[config.mk]
export PLATFORM = sky130hd
export DESIGN_NAME = rct_cell
export DESIGN_NICKNAME = d
export VERILOG_FILES = /design/src/design/rct_pkg.sv /design/src/design/rct_cell.sv
export SDC_FILE = /design/constraint.sdc
export NUM_CORES = 1
export LEC_CHECK = 0
export ABC_CLOCK_PERIOD_IN_PS = 2600
export BUFFER_PORTS_ARGS = -buffer_cell sky130_fd_sc_hd__buf_4
export CAP_MARGIN = 20
export CORE_MARGIN = 8
export CORE_UTILIZATION = 45
export DETAILED_ROUTE_END_ITERATION = 8
export PLACE_DENSITY_LB_ADDON = 0.05
export SKIP_LAST_GASP = 1
export SLEW_MARGIN = 15
export SYNTH_ARGS = -nofsm -noshare
export SYNTH_HDL_FRONTEND = slang
export SYNTH_SLANG_ARGS = --single-unit
export TNS_END_PERCENT = 50
[constraint.sdc]
create_clock -name clk_i -period 2.6 [get_ports clk_i]
set_input_delay 0.13 -clock clk_i [delete_from_list [all_inputs] [get_ports clk_i]]
set_output_delay 0.13 -clock clk_i [all_outputs]
set_load 0.1 [all_outputs]
[src/design/rct_pkg.sv]
`timescale 1ns / 1ps

package rct_pkg;

  localparam int unsigned AddrW  = 64;
  localparam int unsigned CountW = 7;

  typedef enum logic {
    OP_INSERT = 1'b0,
    OP_CLEAR  = 1'b1
  } op_e;

  typedef enum logic [1:0] {
    STATUS_ADDED    = 2'd0,
    STATUS_CONFLICT = 2'd1,
    STATUS_FULL     = 2'd2,
    STATUS_CLEARED  = 2'd3
  } status_e;

  typedef enum logic [1:0] {
    ST_IDLE,
    ST_SCAN,
    ST_DONE
  } state_e;

  typedef struct packed {
    op_e              op;
    logic [AddrW-1:0] range_start;
    logic [AddrW-1:0] range_end;
  } in_req_t;

  typedef struct packed {
    status_e           status;
    logic [CountW-1:0] stored_count;
  } out_rsp_t;

  // Search token that walks down the chain, one cell per cycle.
  typedef struct packed {
    logic             active;
    logic             hit;
    logic             free_found;
    logic [AddrW-1:0] lo;
    logic [AddrW-1:0] hi;
  } tok_t;

  // Commands broadcast from the controller to every cell.
  typedef struct packed {
    logic             clear;
    logic             wr_en;
    logic [AddrW-1:0] lo;
    logic [AddrW-1:0] hi;
  } cell_cmd_t;

endpackage

[src/design/rct_cell.sv]
`timescale 1ns / 1ps

module rct_cell
  import rct_pkg::*;
#(
  parameter int unsigned IDX_W = 6,
  parameter int unsigned IDX   = 0
) (
  input  logic             clk_i,
  input  logic             rst_ni,
  input  tok_t             tok_i,
  input  logic [IDX_W-1:0] idx_i,
  output tok_t             tok_o,
  output logic [IDX_W-1:0] idx_o,
  input  cell_cmd_t        cmd_i,
  input  logic [IDX_W-1:0] wr_sel_i
);

  logic [AddrW-1:0] lo_q, hi_q;
  logic             valid_q;
  tok_t             tok_d, tok_q;
  logic [IDX_W-1:0] idx_d, idx_q;
  logic             ovl;
  logic             sel;

  assign sel = (wr_sel_i == IDX_W'(IDX));

  assign ovl = (tok_i.lo >= lo_q && tok_i.lo <= hi_q) ||
               (tok_i.hi >= lo_q && tok_i.hi <= hi_q) ||
               (tok_i.lo <  lo_q && tok_i.hi >  hi_q);

  always_comb begin
    tok_d            = tok_i;
    tok_d.hit        = tok_i.hit | (valid_q & ovl);
    tok_d.free_found = tok_i.free_found | ~valid_q;
    // The first free cell along the chain claims the slot.
    idx_d = (tok_i.free_found || valid_q) ? idx_i : IDX_W'(IDX);
  end

  always_ff @(posedge clk_i or negedge rst_ni) begin
    if (!rst_ni) begin
      valid_q <= 1'b0;
      tok_q   <= '0;
    end else begin
      tok_q <= tok_d;
      if (cmd_i.clear) begin
        valid_q <= 1'b0;
      end else if (cmd_i.wr_en && sel) begin
        valid_q <= 1'b1;
      end
    end
  end

  always_ff @(posedge clk_i) begin
    idx_q <= idx_d;
    if (cmd_i.wr_en && sel) begin
      lo_q <= cmd_i.lo;
      hi_q <= cmd_i.hi;
    end
  end

  assign tok_o = tok_q;
  assign idx_o = idx_q;

endmodule

==> impl_results.md <==
- Outcome: completed
- Utilization after layout: between 70 and 80%
- Num Clock Sinks: about 270
- Max Slew Vio Count: 0
- Drt first pass iters: 5
- Rows: 63
- Design Power: roughly 0.011 W
- DP Wirelength: 33.67 mm
- Final wirelength: 44.54 mm
- Count leader, synth: ha_1
- CP max stage cell: or4b_4
- Max frequency: 0.3925 GHz
- Fin crit period: about 2.5 ns
- CP endpoint: tok_o[129]
- VDD IR-drop max: 482.8 uV
- Post-synth cell types: 53
- Pin count of the biggest net entering global routing: 70
- Clock-pin slew on the worst setup and hold paths: ~0.060 ns
- Syn_area_per_cell: 12.55 um2
- Vias per Instance: about 5
- Post-synth net total: roughly 1,600
- Clock power frac: 39.5%
- Remaining global-route overflow: 0
- Worst setup margin: 0.05191 ns
- Kind of critical path: flop to flop
- Synth warn: 0
- Ys async rst share: approximately 50%
- Post-synth top area share: between 20 and 30%
- CP max FO: 6
- Net Sw Frac: between 20 and 30%
- Non-filler cells, final: approximately 2,200
- Reg2reg setup slack: roughly 0.052 ns
- Die Wd: 188.4 um
- Fin. Hold Viols: 0
- Post-synth EDFFs: around 130
- Worst path depth: 9
- Antenna violation net count after detailed routing: 0
- Post-Synthesis Cells: 1,066
- DIE AREA: ~35,000 um2
- # setup viols final: 0
- Hold Crit Depth: 3
- Synth-to-Final Area Change: 59.43%
- Number of DRC markers in iteration 0: approximately 500
- Synth cell count leaders: 256 x ha_1, 140 x inv_1, 132 x dfrtp_1, 128 x edfxtp_1, 92 x a21oi_1
- Initial Utilization: around 45%
- GRT Total Usage: between 20% and 30%
- Largest cells by area after synthesis: edfxtp_1 29%, dfrtp_1 25%, ha_1 24%
- Worst Path Arrival: 2.97 ns
- IO buf count: 411
- Mapped Area: 13,380 um2
- Placed insts: 1,900
- Worst skew pair latency: 0.54 ns
- Worst Path Buf+Inv: 1
- Crit path launch type: flop
- Vias in the first global route: roughly 12,000
- Worst path max stage delay: 0.55 ns
- Die Y: ~190 um
- Worst r2r dst: tok_o[129]
- Initial antenna violation count: 5
- Clk_skew: 0.004583 ns
- Placer congestion estimate: around 0.86
- IO Pins: about 410
- DR WL/cell: ~20 um
- CTS tree: yes
- Leakage: 10.16 nW
- First-pass GRT wire length: between 60 and 70 mm
- Total net switching power: between 0.003 and 0.004 W
- Share of power burned in registers: about two fifths
- PwrDens: around 540 nW/um2
- Internal power: around 0.0083 W
- Root buffer cell: clkbuf_16
- Reg2reg path depth: 9
- Most used flip-flop cell after synthesis: dfrtp_1
- Critical path required time: between 3 and 4 ns
- RSZ-0062 raised after global routing: true
- Crit path from: hi_q[54]
- Final nets: between 2,000 and 2,500
- Setup crit end kind: flop
- Tcrit/Tclk final: around 98%
- Bufs on Longest Clock Path: 3
- Detailed-route DRC error count: 0
- Register area share after synthesis: a little over half
- Combinational cell fraction of total power: 20.7%
- Vias post-DR: between 10,000 and 15,000
- Slew HR: a little over three fifths
- Share of layout cells above drive strength 1: between 20 and 30%
- Synth area leader: edfxtp_1
- Cts bufs inserted: 29
- H-tree depth: 1
- Crit-path leading delay family: simple AND/OR/NAND/NOR gates
- Core ar.: slightly below 30,000 um2
- Slew at the pin with the worst max-slew slack: between 0.5 and 0.6 ns
- Critical path cell sequence: inv_1, ha_4, and4_4, or4b_4, o31a_2, nand4_1, o31ai_2, o32ai_2, a21oi_1
- Synth Register Bits: between 200 and 300
- Hold/Removal Path Class: input pin to flop
- Place WS: -0.1737 ns
- Reg2reg start: hi_q[54]
- Max cap viols: 0
- Setup TNS: 0 ns
## per-stage QoR
stage	hold slack (ns)	cell area (um2)
after global placement	0.07182	17270
after CTS	0.007937	21070
after global routing	0.01354	21320
final	0.03396	21320
after floorplan	-0.1656	13390
after detailed placement	0.07768	17270
## tightest hold or removal path: stages
cell    delay (ns)
buf_4         0.09
nor4_4        0.04
buf_12        0.14
## state kept, by name (all words and copies together), names as in the netlist
register / count
valid_q: 1
tok_o: 131
lo_q: 64
hi_q: 64
idx_o: 6
## cell usage in the layout (no fill, tap or decap), types with 8 or more instances in the layout
master         netlist  routed
a21o_1              21      21
a21oi_1             92      90
a221o_1              8       8
and4_1              12      11
buf_4                0     446
clkbuf_16            0      31
dfrtp_1            132     132
dlygate4sd3_1        0     267
edfxtp_1           128     128
ha_1               256     246
ha_4                 0      10
inv_1              140     132
inv_2                0       8
nand2_1             58      58
nand3_1             23      23
nand4_1             45      45
nor2_1              17      17
nor2b_1             11      11
o21ai_0             26      22
## power by group through the flow
stage	clock, W	sequential, W	combinational (W)
global placement	0	0.00465	0.00198
finish	0.00454	0.00457	0.00237
CTS	0.00462	0.00457	0.00235
detailed placement	0	0.00465	0.00199
floorplan	0	0.00547	0.000359
global route	0.00477	0.00458	0.00252
## routing by layer
metal	vias to the layer above	wire, um	GRT usage, %
li1	5482	-	-
met1	5298	18480	29.51
met2	361	22310	43.56
met3	53	2681	5.601
met4	0	1062	6.284
met5	-	0	0
## logic make-up after synthesis
kind of cell / share of synthesized area (%)
AOI/OAI and AO/OA: 9.804
adders and majority gates: 23.95
buffers and inverters: 3.966
DFF: 54.33
and+or+nand+nor: 7.951
## how the worst min path moves through the flow
stage | start | endpoint | slack, ns
after detailed placement | rst_ni | tok_o[42] | 0.08
after global placement | rst_ni | tok_o[42] | 0.07
after CTS | wr_sel_i[3] | lo_q[61] | 0.008
after global routing | wr_sel_i[3] | lo_q[50] | 0.01
after floorplan | rst_ni | tok_o[0] | -0.17
final | wr_sel_i[3] | lo_q[50] | 0.03
## cell type report
cell class	count	area, um2
fillers	2019	8157
flip-flops and latches	266	7267
repair buffers	718	6112
multi-input cells	659	5853
clock buffers	39	835.8
inverters	140	525.5
well taps	390	488.0
clock inverters	13	225.2
diodes	7	17.52
## what timing repair did
item,in CTS,in global routing
hold buffers,267,0
pin swaps,5,26
gates resized for setup,12,35
endpoints found under the setup margin,1,1
buffers inserted,1,5
hold endpoints to repair,398,0
Note: power is estimated with default switching activity, not from simulation.
